$ cat src/rtl/core/sdt_pkg.sv
// ----------------------------------------------------------------------------
// sdt_pkg
// Shared types, codes and constants of the spin drift timing block.
// ----------------------------------------------------------------------------
package sdt_pkg;

  localparam int TIME_BITS = 24;
  // divider width: covers the widest numerator and the effective radius
  localparam int DIV_W = (TIME_BITS + 7 > 34) ? TIME_BITS + 7 : 34;
  localparam int SUM_W = DIV_W + 2;
  localparam int PADDR_W = 5;

  localparam int RADIUS_RESET = 256;
  localparam int OFFSET_RESET = 0;
  localparam int RANGE_RESET = 500;
  localparam int HDIV_RESET = 16;
  localparam int TMAX_RESET = 150000;

  localparam int RADIUS_MAX = 65535;
  localparam int RADIUS_MIN = 51;
  localparam int OFFSET_MAX = 25600;
  localparam int RPM_GAIN = 89445;
  localparam int US_PER_MIN = 60000000;
  localparam int RADIUS_STEP_DIV = 50;
  localparam int OFFSET_STEP_GAIN = 640;
  localparam int PCT_FULL = 100;
  localparam int LED_BASE_PCT = 110;
  localparam int LED_DIV = 250;

  // reciprocals for exact division of numerators below 2^31
  localparam int RECIP_100 = 1374389535;
  localparam int RECIP_250 = 549755814;
  localparam int RECIP_SHIFT = 37;

  localparam logic [1:0] MODE_TICK = 2'd0;
  localparam logic [1:0] MODE_START = 2'd1;
  localparam logic [1:0] MODE_TOGGLE = 2'd2;
  localparam logic [1:0] MODE_UNUSED = 2'd3;

  localparam logic [1:0] DIR_NEUTRAL = 2'd0;
  localparam logic [1:0] DIR_FWD = 2'd1;
  localparam logic [1:0] DIR_BACK = 2'd2;
  localparam logic [1:0] DIR_UNUSED = 2'd3;

  localparam logic [2:0] REG_RADIUS = 3'd0;
  localparam logic [2:0] REG_OFFSET = 3'd1;
  localparam logic [2:0] REG_RANGE = 3'd2;
  localparam logic [2:0] REG_HDIV = 3'd3;
  localparam logic [2:0] REG_TMAX = 3'd4;

  typedef enum logic [1:0] {
    CMD_TICK,
    CMD_START,
    CMD_TOGGLE,
    CMD_NOP
  } cmd_kind_t;

  typedef enum logic [1:0] {
    X_NONE,
    X_RADIUS,
    X_OFFSET,
    X_STEER
  } xkind_t;

  typedef enum logic [4:0] {
    ST_IDLE,
    ST_XSET,
    ST_XDIV,
    ST_XAPPLY,
    ST_RSET,
    ST_RDIV,
    ST_SQRT,
    ST_PDIV,
    ST_PCLAMP,
    ST_MSET,
    ST_MDIV,
    ST_LSET,
    ST_LDIV,
    ST_OSET,
    ST_ODIV,
    ST_EDGES,
    ST_REPLY
  } back_state_t;

  typedef struct packed {
    logic [1:0]         mode;
    logic [23:0]        elapsed_us;
    logic signed [15:0] accel_force;
    logic signed [11:0] stick_offset;
    logic [6:0]         throttle_pct;
    logic [1:0]         direction;
    logic               in_deadzone;
    logic               battery_low;
  } in_item_t;

  typedef struct packed {
    logic        motor1_on;
    logic        motor2_on;
    logic        led_on;
    logic        led_flicker;
    logic        rotation_done;
    logic [23:0] period_us;
    logic [15:0] peak_rpm;
    logic        config_active;
  } out_item_t;

  typedef struct packed {
    cmd_kind_t          kind;
    logic [23:0]        elapsed_us;
    logic signed [15:0] accel;
    logic signed [11:0] stick;
    logic [6:0]         thr;
    logic [1:0]         dir;
    logic               dead;
    logic               batt;
  } cmd_t;

  typedef struct packed {
    logic [10:0] range;
    logic [7:0]  hdiv;
    logic [22:0] tmax;
    logic        ld_radius;
    logic [15:0] radius_val;
    logic        ld_offset;
    logic [14:0] offset_val;
  } cfg_t;

endpackage

$ cat src/rtl/core/sdt_cmd_queue.sv
// ----------------------------------------------------------------------------
// sdt_cmd_queue
// Two-entry queue of classified commands between front and back end.
// ----------------------------------------------------------------------------
module sdt_cmd_queue import sdt_pkg::*; (
  input  logic clk,
  input  logic rst_n,
  input  logic push,
  input  cmd_t push_cmd,
  output logic full,
  input  logic pop,
  output logic head_valid,
  output cmd_t head
);

  cmd_t       mem_r [2];
  logic       wr_ptr_r, wr_ptr_nxt;
  logic       rd_ptr_r, rd_ptr_nxt;
  logic [1:0] cnt_r, cnt_nxt;

  always_comb begin
    wr_ptr_nxt = push ? ~wr_ptr_r : wr_ptr_r;
    rd_ptr_nxt = pop ? ~rd_ptr_r : rd_ptr_r;
    cnt_nxt = cnt_r + {1'b0, push} - {1'b0, pop};
  end

  always_ff @(posedge clk) begin
    if (!rst_n) begin
      wr_ptr_r <= 1'b0;
      rd_ptr_r <= 1'b0;
      cnt_r <= '0;
    end else begin
      wr_ptr_r <= wr_ptr_nxt;
      rd_ptr_r <= rd_ptr_nxt;
      cnt_r <= cnt_nxt;
    end
    if (push) mem_r[wr_ptr_r] <= push_cmd;
  end

  assign full = cnt_r[1];
  assign head_valid = cnt_r != 2'd0;
  assign head = mem_r[rd_ptr_r];

endmodule

$ cat config.mk
export PLATFORM = sky130hd
export DESIGN_NAME = sdt_cmd_queue
export DESIGN_NICKNAME = d
export VERILOG_FILES = /design/src/rtl/core/sdt_pkg.sv /design/src/rtl/core/sdt_cmd_queue.sv
export SDC_FILE = /design/constraint.sdc
export NUM_CORES = 1
export LEC_CHECK = 0
export BUFFER_PORTS_ARGS = -buffer_cell sky130_fd_sc_hd__buf_2
export CORE_MARGIN = 8
export CORE_UTILIZATION = 40
export CTS_CLUSTER_SIZE = 16
export DETAILED_ROUTE_END_ITERATION = 7
export PLACE_DENSITY = 0.59
export SLEW_MARGIN = 20
export SYNTH_ARGS = -nofsm -noshare
export SYNTH_HDL_FRONTEND = slang
export SYNTH_SLANG_ARGS = --single-unit
$ cat constraint.sdc
create_clock -name clk -period 5.2 [get_ports clk]
set_input_delay 1.56 -clock clk [delete_from_list [all_inputs] [get_ports clk]]
set_output_delay 1.56 -clock clk [all_outputs]
set_load 0.01 [all_outputs]
==> qor.txt <==
Type of origin of the critical path: flop
Dpl cell area: 5980 sq um
Number of routed nets with antenna violations: 0
Final Instance Area: 6480 sq um
Count leader, synth: edfxtp_1
Seq/Total Area, Yosys: 78.2%
Initial antenna violation count: 0
Largest net degree at the start of global routing: 66
Largest family of logic cells by synthesized area: multiplexers
Top FF cell, synth: edfxtp_1
PostCTS Resize Cnt: 0
Cell Chain, Critical Path: buf_4, mux2_4, buf_2
Fmax: 260 MHz
WS Path Type: flop to primary output
GP Congestion: 0.672
Compound-cell area share of the yosys netlist: 0.147%
Rel. slew slack: 31.0%
DR vias: 2,507
Final non-filler cell total: 554
Synthesized-area fraction occupied by adder cells: 0.489%
I/O pin total: 136
Largest cells by area after synthesis: edfxtp_1 (76%), mux2_4 (15%), mux2_2 (3.3%), dfxtp_1 (2.0%), buf_6 (1.3%)
P&R area growth vs syn: 26.7%
Pre-antenna DRT Iters: 3
Pwr/cell area: 400 nW/um^2
DR WL/cell: 17.0 um
CORE AREA: 12,600 sq um
Final setup viols: 0
Share of cells above drive strength 1: 59.8%
Asr flop ratio synth: 0%
Mapped cell area: 5120 sq um
Post-synth EDFFs: 130
Postcts setup bufs: 0
DRC viols: 0
I/O Buffers: 135
Syn_area_per_cell: 23.1 sq um
Simple-Gate Fraction of Synth Area: 0.978%
Mux contribution to synthesized area: 18.0%
Vias in the first global route: 2,689
Clk_skew: 0.00667 ns
Reg clk slew, reported paths: 0.05 ns
Area leader, netlist: edfxtp_1
Netlist cell types: 14
Worst slew pin tran: 1.03 ns
RSZ-0062 raised after global routing: false
Clock Path Buffers: 2
Gr usage total: 11.6%
Via density per instance: 4.53
Pre-CTS setup slack: 1.76 ns
Slowest stage delay, CP: 0.84 ns
Final Worst Setup Slack: 1.35 ns
#FFs+latches synth: 135
Placed insts: 524
Synthesized Nets: 293
Crit end category: primary output
Synth warn: 0
Final period utilization: 74.0%
TritonCTS clock tree: built
Grt total ovfl: 0
CTS HTree Levels: 4
Max-cap violation count: 0
Die Ht: 129 um
Total power: 2.59 mW
Die ar.: 16,700 sq um
CP max FO: 42
Top delay family on crit path: flip-flops
HP Class: flop to flop
Worst vdd ir: 0.221 mV
Synth Area in XOR/XNOR: 0.611%
Hold Fails Final Rpt: 0
Initial Util: 40.7%
Synth top area share: 76.3%
TritonCTS Buffers: 17
Iter 0 DRT Violations: 104
Clock root buffer: clkbuf_16
CP bufs+invs: 2
Syn Inst Count: 222
Global-route wire length before repair: 14.0 mm
P_leak: 2.56 nW
Chip width: 129 um
Final wirelength: 9.39 mm
Hold slack: 0.584 ns
Worst path slowest cell: dfxtp_4
Cts hold-fix bufs: 0
Core Util, Final: 51.6%
Min Tclk post-route: 3.85 ns
Crit path required time: 3.64 ns
Row cnt: 41
Nets: 442
Total negative slack: 0 ns
CP arrival: 2.29 ns
Fin. max-slew vios: 0
Hpwl dp: 6.34 mm
Commonest cells post-synth: edfxtp_1 (130), mux2_4 (50), mux2_2 (15)
Status: finished clean
Sink Count: 135
Clk_lat worst skew: 0.41 ns
tightest hold or removal path, stage by stage (launching register included):
cell	delay [ns]
dfxtp_1	0.33
xor2_1	0.07
and2_1	0.15
placed cells by master, fill, tap and decap left out, drive strengths merged, types with 2 or more instances in the layout:
cell    synthesis  layout
dfxtp           5       5
clkbuf          0      22
nor2b           3       3
inv             2       2
edfxtp        130     130
ha              2       2
mux2           65      65
and2            4       4
buf             7     137
clkinv          0       6
per-layer routing:
metal  up-vias  global-route usage, %  share of wire [%]
met1      1227                   12.5                 41
li1       1173                      -                  -
met5         -                      0                  0
met3        15                   5.83                9.3
met4         0                   6.43                1.8
met2        92                   18.3                 48
report_power, final:
part / switching (mW) / leakage (nW) / internal, mW
registers: 0.0316 / 1.26 / 1.26
logic: 0.120 / 1.05 / 0.148
clock network: 0.392 / 0.248 / 0.640
total: 0.543 / 2.56 / 2.05
cell type report:
type	count	area, sq um
repair buffers	137	703
flip-flops and latches	135	4010
diodes	1	2.50
multi-input cells	78	1040
clock buffers	22	444
clock inverters	7	57.6
well taps	172	215
fillers	1064	6090
inverters	2	7.51
state kept, by name, summed over array words and instances, names as in the netlist, named ones only:
name / cells
cnt_r: 2
mem_r: 130
rd_ptr_r: 1
wr_ptr_r: 1
cells by family (layout without fill, tap and decap cells):
kind of cell,after synthesis,after routing
compound gates,1,1
flops,135,135
mux,65,65
buf+inv,9,168
other cells,0,1
xor+xnor,2,2
fa+ha+maj,2,2
simple gates,8,8
path summary, 6_finish.rpt:
| check | from | to | slack, ns | depth (start not counted) |
|---|---|---|---|---|
| max | flop | head[30] | 1.35 | 3 |
| min | rd_ptr_r | flop | 0.58 | 2 |
| max reg2reg | wr_ptr_r | mem_r[0][28] | 3.39 | 2 |
| min reg2reg | rd_ptr_r | flop | 0.58 | 2 |
Power figures use the tool's default switching activity.
