$ cat src/rtl/core/sdt_pkg.sv
// ----------------------------------------------------------------------------
// sdt_pkg
// Shared types, codes and constants of the spin drift timing block.
// ----------------------------------------------------------------------------
package sdt_pkg;

  localparam int TIME_BITS = 24;
  // divider width: covers the widest numerator and the effective radius
  localparam int DIV_W = (TIME_BITS + 7 > 34) ? TIME_BITS + 7 : 34;
  localparam int SUM_W = DIV_W + 2;
  localparam int PADDR_W = 5;

  localparam int RADIUS_RESET = 256;
  localparam int OFFSET_RESET = 0;
  localparam int RANGE_RESET = 500;
  localparam int HDIV_RESET = 16;
  localparam int TMAX_RESET = 150000;

  localparam int RADIUS_MAX = 65535;
  localparam int RADIUS_MIN = 51;
  localparam int OFFSET_MAX = 25600;
  localparam int RPM_GAIN = 89445;
  localparam int US_PER_MIN = 60000000;
  localparam int RADIUS_STEP_DIV = 50;
  localparam int OFFSET_STEP_GAIN = 640;
  localparam int PCT_FULL = 100;
  localparam int LED_BASE_PCT = 110;
  localparam int LED_DIV = 250;

  // reciprocals for exact division of numerators below 2^31
  localparam int RECIP_100 = 1374389535;
  localparam int RECIP_250 = 549755814;
  localparam int RECIP_SHIFT = 37;

  localparam logic [1:0] MODE_TICK = 2'd0;
  localparam logic [1:0] MODE_START = 2'd1;
  localparam logic [1:0] MODE_TOGGLE = 2'd2;
  localparam logic [1:0] MODE_UNUSED = 2'd3;

  localparam logic [1:0] DIR_NEUTRAL = 2'd0;
  localparam logic [1:0] DIR_FWD = 2'd1;
  localparam logic [1:0] DIR_BACK = 2'd2;
  localparam logic [1:0] DIR_UNUSED = 2'd3;

  localparam logic [2:0] REG_RADIUS = 3'd0;
  localparam logic [2:0] REG_OFFSET = 3'd1;
  localparam logic [2:0] REG_RANGE = 3'd2;
  localparam logic [2:0] REG_HDIV = 3'd3;
  localparam logic [2:0] REG_TMAX = 3'd4;

  typedef enum logic [1:0] {
    CMD_TICK,
    CMD_START,
    CMD_TOGGLE,
    CMD_NOP
  } cmd_kind_t;

  typedef enum logic [1:0] {
    X_NONE,
    X_RADIUS,
    X_OFFSET,
    X_STEER
  } xkind_t;

  typedef enum logic [4:0] {
    ST_IDLE,
    ST_XSET,
    ST_XDIV,
    ST_XAPPLY,
    ST_RSET,
    ST_RDIV,
    ST_SQRT,
    ST_PDIV,
    ST_PCLAMP,
    ST_MSET,
    ST_MDIV,
    ST_LSET,
    ST_LDIV,
    ST_OSET,
    ST_ODIV,
    ST_EDGES,
    ST_REPLY
  } back_state_t;

  typedef struct packed {
    logic [1:0]         mode;
    logic [23:0]        elapsed_us;
    logic signed [15:0] accel_force;
    logic signed [11:0] stick_offset;
    logic [6:0]         throttle_pct;
    logic [1:0]         direction;
    logic               in_deadzone;
    logic               battery_low;
  } in_item_t;

  typedef struct packed {
    logic        motor1_on;
    logic        motor2_on;
    logic        led_on;
    logic        led_flicker;
    logic        rotation_done;
    logic [23:0] period_us;
    logic [15:0] peak_rpm;
    logic        config_active;
  } out_item_t;

  typedef struct packed {
    cmd_kind_t          kind;
    logic [23:0]        elapsed_us;
    logic signed [15:0] accel;
    logic signed [11:0] stick;
    logic [6:0]         thr;
    logic [1:0]         dir;
    logic               dead;
    logic               batt;
  } cmd_t;

  typedef struct packed {
    logic [10:0] range;
    logic [7:0]  hdiv;
    logic [22:0] tmax;
    logic        ld_radius;
    logic [15:0] radius_val;
    logic        ld_offset;
    logic [14:0] offset_val;
  } cfg_t;

endpackage

$ cat src/rtl/core/sdt_ifs.sv
// ----------------------------------------------------------------------------
// sdt stream interfaces
// Valid/ready channels for input items and result items.
// ----------------------------------------------------------------------------
interface sdt_in_if import sdt_pkg::*; ();
  logic     valid;
  logic     ready;
  in_item_t data;

  modport source(output valid, output data, input ready);
  modport sink(input valid, input data, output ready);
endinterface


$ cat src/rtl/core/sdt_front.sv
// ----------------------------------------------------------------------------
// sdt_front
// Accepts input items, decodes the mode and normalizes the fields.
// ----------------------------------------------------------------------------
module sdt_front import sdt_pkg::*; (
  sdt_in_if.sink in_stream,
  input  logic   q_full,
  output logic   push,
  output cmd_t   push_cmd
);

  in_item_t d;

  assign d = in_stream.data;
  assign in_stream.ready = !q_full;
  assign push = in_stream.valid && !q_full;

  always_comb begin
    unique case (d.mode)
      MODE_TICK:   push_cmd.kind = CMD_TICK;
      MODE_START:  push_cmd.kind = CMD_START;
      MODE_TOGGLE: push_cmd.kind = CMD_TOGGLE;
      default:     push_cmd.kind = CMD_NOP;
    endcase
    push_cmd.elapsed_us = d.elapsed_us;
    push_cmd.accel = d.accel_force;
    push_cmd.stick = d.stick_offset;
    push_cmd.thr = (d.throttle_pct > 7'(PCT_FULL)) ? 7'(PCT_FULL) : d.throttle_pct;
    push_cmd.dir = (d.direction == DIR_UNUSED) ? DIR_NEUTRAL : d.direction;
    push_cmd.dead = d.in_deadzone;
    push_cmd.batt = d.battery_low;
  end

endmodule

$ cat src/flat_wrapper.sv
// flat-port wrapper written by rule: the top's interface ports become plain ports
module sdt_front_flat import sdt_pkg::*;
  (q_full, push, push_cmd, in_stream_valid, in_stream_data, in_stream_ready);
  sdt_in_if in_stream_i ();
  input  logic q_full;
  output logic push;
  output cmd_t push_cmd;
  input wire logic [$bits(in_stream_i.valid)-1:0] in_stream_valid;
  input wire logic [$bits(in_stream_i.data)-1:0] in_stream_data;
  output wire logic [$bits(in_stream_i.ready)-1:0] in_stream_ready;
  assign in_stream_i.valid = in_stream_valid;
  assign in_stream_i.data = in_stream_data;
  assign in_stream_ready = in_stream_i.ready;
  sdt_front u_core (.in_stream(in_stream_i), .q_full(q_full), .push(push), .push_cmd(push_cmd));
endmodule
$ cat config.mk
export PLATFORM = sky130hd
export DESIGN_NAME = sdt_front_flat
export DESIGN_NICKNAME = d
export VERILOG_FILES = /design/src/rtl/core/sdt_pkg.sv /design/src/rtl/core/sdt_ifs.sv /design/src/rtl/core/sdt_front.sv /design/src/flat_wrapper.sv
export SDC_FILE = /design/constraint.sdc
export NUM_CORES = 1
export LEC_CHECK = 0
export ABC_AREA = 1
export ABC_CLOCK_PERIOD_IN_PS = 1100
export BUFFER_PORTS_ARGS = -buffer_cell sky130_fd_sc_hd__buf_4
export CAP_MARGIN = 20
export CORE_MARGIN = 3
export CORE_UTILIZATION = 23
export DETAILED_ROUTE_END_ITERATION = 10
export PLACE_DENSITY = 0.87
export SYNTH_ARGS = -nofsm -noshare
export SYNTH_HDL_FRONTEND = slang
export SYNTH_SLANG_ARGS = --single-unit
$ cat constraint.sdc
create_clock -name vclk -period 1.1
set_clock_uncertainty 0.2 [all_clocks]
set_input_delay 0.22 -clock vclk [all_inputs]
set_output_delay 0.22 -clock vclk [all_outputs]
set_load 0.01 [all_outputs]
==> impl_metrics.csv, run 1 <==
group,metric,value,unit
sta,hold_ws,0.240,ns
synth,syn-instance-count,81,
synth,synth.avg_cell_area,6.70,µm²
die,dieArea,2980,µm²
setup_path,critPathSlowestCell,"a21oi_2",
final_layout,n_clock_buffer,0,
route,first_pass_iters,1,
setup_path,crit_required,0.68,ns
placed_design,hpwl,814,µm
die,die_height,54.6,µm
placed_design,io_buffer_count,22,
power_and_ir_drop,p_sw_frac,0.429,
sta,finalHoldViolations,0,
final_layout,final_common_cell,"buf_4",
die,pin_count,134,
global_routing,antenna_found_initial,0,
synth,synthTopCellsByArea,"buf_4 (75%), inv_1 (6.2%), nor2_4 (4.1%)",
sta,final-max-slew-violation-count,0,
route,wirelength,990,µm
sta,max_freq,0.798,GHz
final_layout,fin_area,373,µm²
sta,setup_ws,-0.153,ns
die,num_rows,16,
global_routing,grt_first_pass_wirelength,1320,µm
global_routing,grt-ovfl-total,0,
final_layout,most-common-layout-cells,"buf_4 (19), inv_1 (8), nor2_1 (5), buf_6 (5)",
setup_path,critPathMaxStageDelay,0.14,ns
power_and_ir_drop,p_sw,0.0598,mW
cts,ctsHoldBuffers,0,
die,core-area,2100,µm²
route,routedWlPerCell,13.4,µm
synth,synth-seq-area-share,0,
power_and_ir_drop,clockPowerShare,0,
sta,rsz0062_at_grt,"true",
global_routing,grt_pass1_vias,293,
die,initial_core_util,0.258,
status,violations,"setup timing",
synth,yosys_warnings,0,
synth,synth_top_area_share,0.747,
sta,timing.final.crit_period,1.25,ns
route,drc,0,
placed_design,dpl_cell_area,337,µm²
status,outcome,"finished, violations left",
sta,setup-tns-final,-0.611,ns
final_layout,area_growth,-31.3,%
power_and_ir_drop,pwr-share-comb,1.000,
power_and_ir_drop,internal_power,0.0797,mW
final_layout,seq_area,0,µm²
route,drt_iter0_drc,0,
final_layout,layout.nets,116,
synth,synth_area,543,µm²
power_and_ir_drop,p_seq_frac,0,
placed_design,gp_congestion,0.585,
setup_path,crit_family,"simple AND/OR/NAND/NOR gates",
global_routing,grt_max_degree,6,
sta,setup_viol,5,
setup_path,path_cells,"buf_6 > nor2_4 > nand3_2 > a21oi_2 > buf_4",
setup_path,cp.arrival,0.83,ns
synth,synth_top_area_cell,"buf_4",
route,avgViaCountPerCell,3.81,
setup_path,cp.buffers_inverters,2,
final_layout,final_core_util,0.177,
power_and_ir_drop,powerDensity,374,nW/µm²
die,die_w,54.6,µm
setup_path,end_kind,"output pin",
global_routing,grtUsageTotal,0.0598,
final_layout,layout-drive-gt1-share,0.681,
setup_path,crit_fanout,3,
final_layout,antenna_cells,0,
final_layout,sequential_cell_total,0,
route,vias,282,
setup_path,critical_path_class,"in2out",
job,cap_violations,0,
min_path,hold_path.class,"in2out",
power_and_ir_drop,ir_drop,0.0913,mV
sta,worst_pin_slew,0.193,ns
power_and_ir_drop,power.leakage,0.205,nW
synth,synth.net_count,148,
setup_path,start_kind,"input pin",
sta,fin_crit_sh,1.14,
cts,postCtsSetupBuffers,0,
sta,slew-limit-headroom,0.871,
synth,yosysUniqueCellTypes,9,
route,ant_nets,0,
==> synthesized netlist by cell type, drive strengths merged <==
master	number
a21oi	3
nand2	3
nor2	7
inv	9
buf	54
nand3	1
clkbuf	4
==> path summary, 6_finish.rpt <==
path | startpoint | cells after the start | endpoint | slack, ns
setup / recovery | in_stream_data[8] | 5 | push_cmd[8] | -0.15
hold / removal | in_stream_data[21] | 0 | push_cmd[21] | 0.24
==> layer usage <==
metal | vias up | global-route usage | routed length, µm | share of wire
li1 | 113 | - | - | -
met1 | 103 | 0.0337 | 215 | 0.22
met2 | 38 | 0.0846 | 365 | 0.37
met3 | 28 | 0.0490 | 249 | 0.25
met4 | 0 | 0.104 | 160 | 0.16
met5 | - | 0 | 0 | 0
==> cell families after synthesis <==
logic type,share of synthesized area
buf+inv,0.836
simple gates,0.115
compound gates,0.0484
==> power by group through the flow <==
stage               combinational, mW  clock [mW]  sequential [mW]
floorplan                       0.254           0                0
global placement                0.125           0                0
detailed placement              0.127           0                0
CTS                             0.140           0                0
global route                    0.153           0                0
finish                          0.139           0                0
==> stage by stage <==
| step | power [mW] | std cells | setup slack (ns) |
|---|---|---|---|
| final | 0.139 | 74 | -0.153 |
| after global routing | 0.153 | 74 | -0.204 |
| after CTS | 0.140 | 74 | -0.149 |
| after detailed placement | 0.127 | 74 | -0.206 |
| after global placement | 0.125 | 74 | -0.188 |
| after floorplan | 0.254 | 81 | -0.0176 |
==> repair_timing <==
action / 4_1_cts / 5_1_grt
gates resized for setup: 10 / 1
pin swaps: 5 / 2
endpoints found under the hold margin: 0 / 0
setup endpoints to repair: 5 / 5
==> final cells by class <==
| cell class | instances | area, µm² |
|---|---|---|
| multi-input combinational | 14 | 104 |
| timing repair buffer | 24 | 199 |
| tap | 27 | 33.8 |
| inverter | 9 | 36.3 |
| fill | 242 | 1730 |
(Power assumes the default switching activity.)
==> inputs of run 2 (changes only) <==
- SETUP_SLACK_MARGIN: not set -> 0.05
==> run 2 against run 1 <==
The flow still finishes with violations (setup timing). Die area did not move. Clock-buffer cell count unchanged. Wire length increased by 28%.
==> impl_metrics.csv, run 2 (synthesis gave the netlist of run 1 again) <==
group,metric,value,unit
power_and_ir_drop,ir_drop,0.0808,mV
power_and_ir_drop,total_power,0.144,mW
die,core-area,2100,µm²
global_routing,grt_pass1_vias,307,
sta,setup_viol,5,
sta,setup_ws,-0.152,ns
sta,fin_crit_sh,1.14,
final_layout,seq_area,0,µm²
sta,timing.final.crit_period,1.25,ns
final_layout,fin_area,384,µm²
placed_design,io_buffer_count,22,
final_layout,multiInputGateArea,106,µm²
route,ant_nets,0,
global_routing,antenna_found_initial,0,
placed_design,hpwl,1100,µm
route,drc,0,
die,die_height,54.6,µm
power_and_ir_drop,p_sw,0.0619,mW
final_layout,layout.nets,118,
route,routedWlPerCell,16.7,µm
final_layout,final_cells,76,
power_and_ir_drop,pwr-share-comb,1.000,
global_routing,grt_max_degree,6,
power_and_ir_drop,p_sw_frac,0.429,
die,num_rows,16,
die,die_w,54.6,µm
sta,final-max-slew-violation-count,0,
cts,postCtsSetupBuffers,0,
global_routing,grtUsageTotal,0.0727,
global_routing,met1_usage,0.0272,
setup_path,end_kind,"output pin",
placed_design,placedCellCount,76,
final_layout,fillers,245,
power_and_ir_drop,power.leakage,0.209,nW
cts,ctsHoldBuffers,0,
sta,rsz0062_at_grt,"true",
setup_path,crit_fanout,5,
power_and_ir_drop,p_seq_frac,0,
global_routing,grt-ovfl-total,0,
global_routing,grt_first_pass_wirelength,1550,µm
sta,finalHoldViolations,0,
power_and_ir_drop,powerDensity,376,nW/µm²
route,drt_iter0_drc,0,
sta,hold_ws,0.240,ns
sta,worst_pin_slew,0.188,ns
status,outcome,"finished, violations left",
final_layout,area_growth,-29.3,%
final_layout,antenna_cells,0,
setup_path,cp.arrival,0.83,ns
final_layout,final_core_util,0.183,
setup_path,crit_required,0.68,ns
placed_design,dpl_cell_area,359,µm²
route,avgViaCountPerCell,4.12,
sta,max_freq,0.799,GHz
route,vias,313,
job,cap_violations,0,
sta,setup-tns-final,-0.695,ns
final_layout,most-common-layout-cells,"buf_4 (23), inv_1 (8), nor2_1 (5)",
die,dieArea,2980,µm²
route,first_pass_iters,1,
global_routing,use_met3,0.101,
global_routing,grt.busiest_layer,"met2",
min_path,hold_depth,0,
power_and_ir_drop,internal_power,0.0823,mW
status,violations,"setup timing",
final_layout,final_common_cell,"buf_4",
setup_path,critical_path_class,"in2out",
setup_path,start_kind,"input pin",
die,pin_count,134,
power_and_ir_drop,clockPowerShare,0,
final_layout,sequential_cell_total,0,
final_layout,layout-drive-gt1-share,0.694,
sta,slew-limit-headroom,0.875,
die,initial_core_util,0.258,
route,wirelength,1270,µm
min_path,hold_path.class,"in2out",
placed_design,gp_congestion,0.597,
final_layout,n_clock_buffer,0,
global_routing,use_met2,0.112,
placed_design,pre_cts_ws,-0.200,ns
## run 2: cell count changes in the layout (fill, tap and decap cells not counted)
cell     before  now
inv_2         0    1
buf_4        19   23
nand3_4       0    1
nand3_2       1    0
buf_8         0    1
buf_6         5    2
nand2_4       1    0
inv_4         1    0
nand2_2       0    1
## run 2: final timing paths
| path | start | to | slack, ns |
|---|---|---|---|
| worst min-delay path | in_stream_data[28] | push_cmd[28] | 0.24 |
| worst max-delay path | in_stream_data[7] | push_cmd[5] | -0.15 |
## run 2: cell type report
| type | count | share of cell area |
|---|---|---|
| Inverter | 9 | 0.0879 |
| Timing Repair Buffer | 26 | 0.547 |
| Tap cell | 27 | 0.0879 |
| Multi-Input combinational cell | 14 | 0.277 |
## run 2: repair_timing
item | in CTS | in global routing
gates resized for setup | 6 | 1
pin swaps | 6 | 5
setup endpoints to repair | 5 | 5
## run 2: power by group through the flow
| stage | combinational (mW) | clock, mW | sequential, mW |
|---|---|---|---|
| floorplan | 0.257 | 0 | 0 |
| global placement | 0.133 | 0 | 0 |
| detailed placement | 0.135 | 0 | 0 |
| CTS | 0.143 | 0 | 0 |
| global route | 0.156 | 0 | 0 |
| finish | 0.144 | 0 | 0 |
## run 2: per-layer routing
metal | wire length [µm] | part of all wire
met3 | 419 | 0.33
met1 | 232 | 0.18
met5 | 0 | 0
met4 | 123 | 0.097
met2 | 497 | 0.39
## run 2: critical path, cell delays in order
cell	delay, ns
buf_8	0.10
nor2_4	0.15
a21oi_4	0.09
a21oi_2	0.14
buf_4	0.13
==> inputs of run 3 (changes only) <==
- ABC_AREA: 1 -> not set
- CORE_UTILIZATION: 23 -> 21
- PLACE_DENSITY: 0.87 -> 0.85
==> run 3 against run 2 <==
The run still ends with setup timing left. Critical path type unchanged. Worst setup slack lost 0.050 ns. Combinational power is 5% lower. Global-route usage is 0.26 points lower. Final area shrank 9.8%. Clock-buffer cell count unchanged.
==> impl_metrics.csv, run 3 <==
group,metric,value,unit
sta,timing.final.crit_period,1.30,ns
die,pin_count,134,
synth,synth.most_common_cell,"buf_4",
sta,rsz0062_at_grt,"true",
synth,yosysUniqueCellTypes,10,
die,die_height,54.5,µm
placed_design,pre_cts_ws,-0.237,ns
final_layout,multiInputGateArea,95.1,µm²
setup_path,crit_required,0.68,ns
synth,synth.avg_cell_area,7.04,µm²
global_routing,antenna_found_initial,0,
synth,synth.net_count,137,
global_routing,grt-ovfl-total,0,
setup_path,crit_fanout,3,
final_layout,final_common_cell,"buf_4",
setup_path,start_kind,"input pin",
final_layout,n_clock_buffer,0,
final_layout,layout.nets,105,
sta,final-max-slew-violation-count,0,
job,cap_violations,0,
final_layout,sequential_cell_total,0,
route,ant_nets,0,
route,first_pass_iters,1,
route,routedWlPerCell,19.6,µm
sta,fin_crit_sh,1.18,
die,die_w,54.5,µm
route,drc,0,
global_routing,grt_max_degree,4,
global_routing,grt_pass1_vias,279,
power_and_ir_drop,pwr-share-comb,1.000,
sta,slew-limit-headroom,0.842,
sta,finalHoldViolations,0,
power_and_ir_drop,internal_power,0.0885,mW
power_and_ir_drop,p_seq_frac,0,
die,dieArea,2960,µm²
synth,syn-instance-count,70,
die,core-area,2080,µm²
synth,synth_top_area_cell,"buf_4",
setup_path,end_kind,"output pin",
power_and_ir_drop,ir_drop,0.115,mV
die,initial_core_util,0.237,
min_path,hold_path.class,"in2out",
final_layout,area_growth,-29.7,%
synth,synth_top_area_share,0.822,
power_and_ir_drop,powerDensity,396,nW/µm²
synth,synthTopCellsByArea,"buf_4 (82%), and2_1 (3.8%), nor2b_1 (3.8%)",
route,vias,269,
setup_path,critPathSlowestCell,"o311ai_4",
die,num_rows,16,
setup_path,cp.arrival,0.88,ns
sta,hold_ws,0.240,ns
setup_path,cp.buffers_inverters,2,
setup_path,critPathMaxStageDelay,0.28,ns
synth,synthTopCellsByCount,"buf_4 (54), clkbuf_1 (4), and2_1 (3), nor2b_1 (3)",
status,violations,"setup timing",
final_layout,layout-drive-gt1-share,0.806,
route,wirelength,1240,µm
synth,synth-seq-area-share,0,
synth,yosys_warnings,0,
power_and_ir_drop,power.leakage,0.167,nW
route,drt_iter0_drc,0,
placed_design,io_buffer_count,22,
power_and_ir_drop,p_sw,0.0489,mW
power_and_ir_drop,total_power,0.137,mW
status,outcome,"finished, violations left",
power_and_ir_drop,p_sw_frac,0.356,
global_routing,grtUsageTotal,0.0701,
final_layout,most-common-layout-cells,"buf_4 (17), buf_6 (5), and2_4 (3), nor2b_1 (3), buf_8 (2)",
global_routing,grt_first_pass_wirelength,1440,µm
placed_design,hpwl,1060,µm
placed_design,gp_congestion,0.439,
sta,max_freq,0.768,GHz
final_layout,fillers,237,
cts,ctsHoldBuffers,0,
final_layout,seq_area,0,µm²
setup_path,path_cells,"buf_8 > o311ai_4 > and2_4 > buf_6",
final_layout,final_core_util,0.166,
synth,synth_area,493,µm²
setup_path,critical_path_class,"in2out",
setup_path,crit_family,"compound AO/OA/AOI/OAI gates",
final_layout,antenna_cells,0,
power_and_ir_drop,clockPowerShare,0,
route,avgViaCountPerCell,4.27,
sta,setup_ws,-0.201,ns
sta,worst_pin_slew,0.237,ns
sta,setup_viol,4,
## run 3: stage by stage
| stage | cell area (µm²) | cells | setup TNS [ns] |
|---|---|---|---|
| 6_report | 347 | 63 | -0.475 |
| 5_1_grt | 347 | 63 | -0.550 |
| 4_1_cts | 347 | 63 | -0.449 |
| 3_5_place_dp | 309 | 63 | -0.675 |
| 3_3_place_gp | 309 | 63 | -0.616 |
| 2_1_floorplan | 515 | 70 | 0 |
## run 3: per-layer routing
| metal | wire, µm | vias up | GRT usage |
|---|---|---|---|
| met1 | 172 | 94 | 0.0192 |
| li1 | - | 88 | - |
| met2 | 476 | 61 | 0.0817 |
| met3 | 419 | 26 | 0.123 |
| met5 | 0 | - | 0 |
| met4 | 168 | 0 | 0.112 |
## run 3: kinds of logic after synthesis
family,synth area share
buf+inv,0.860
simple gates,0.107
compound gates,0.0330
## run 3: worst paths after layout
check                          from  depth (start not counted)     endpoint  slack, ns
setup / recovery  in_stream_data[8]                          4  push_cmd[5]      -0.20
hold / removal    in_stream_data[1]                          0  push_cmd[1]       0.24
## run 3: cell type report
class / instances / share of cell area
inverters: 1 / 0.0108
repair buffers: 24 / 0.617
multi-input cells: 11 / 0.274
well taps: 27 / 0.0975
## run 3: power groups by stage
stage / clock (mW) / sequential (mW) / combinational, mW
finish: 0 / 0 / 0.137
global route: 0 / 0 / 0.146
CTS: 0 / 0 / 0.139
detailed placement: 0 / 0 / 0.122
global placement: 0 / 0 / 0.119
floorplan: 0 / 0 / 0.247
## run 3: repair_timing
item                       CTS  global route
buffers inserted             0             0
gates resized for setup     11             0
cloned                       0             0
pin swaps                    3             0
setup endpoints to repair    5             5
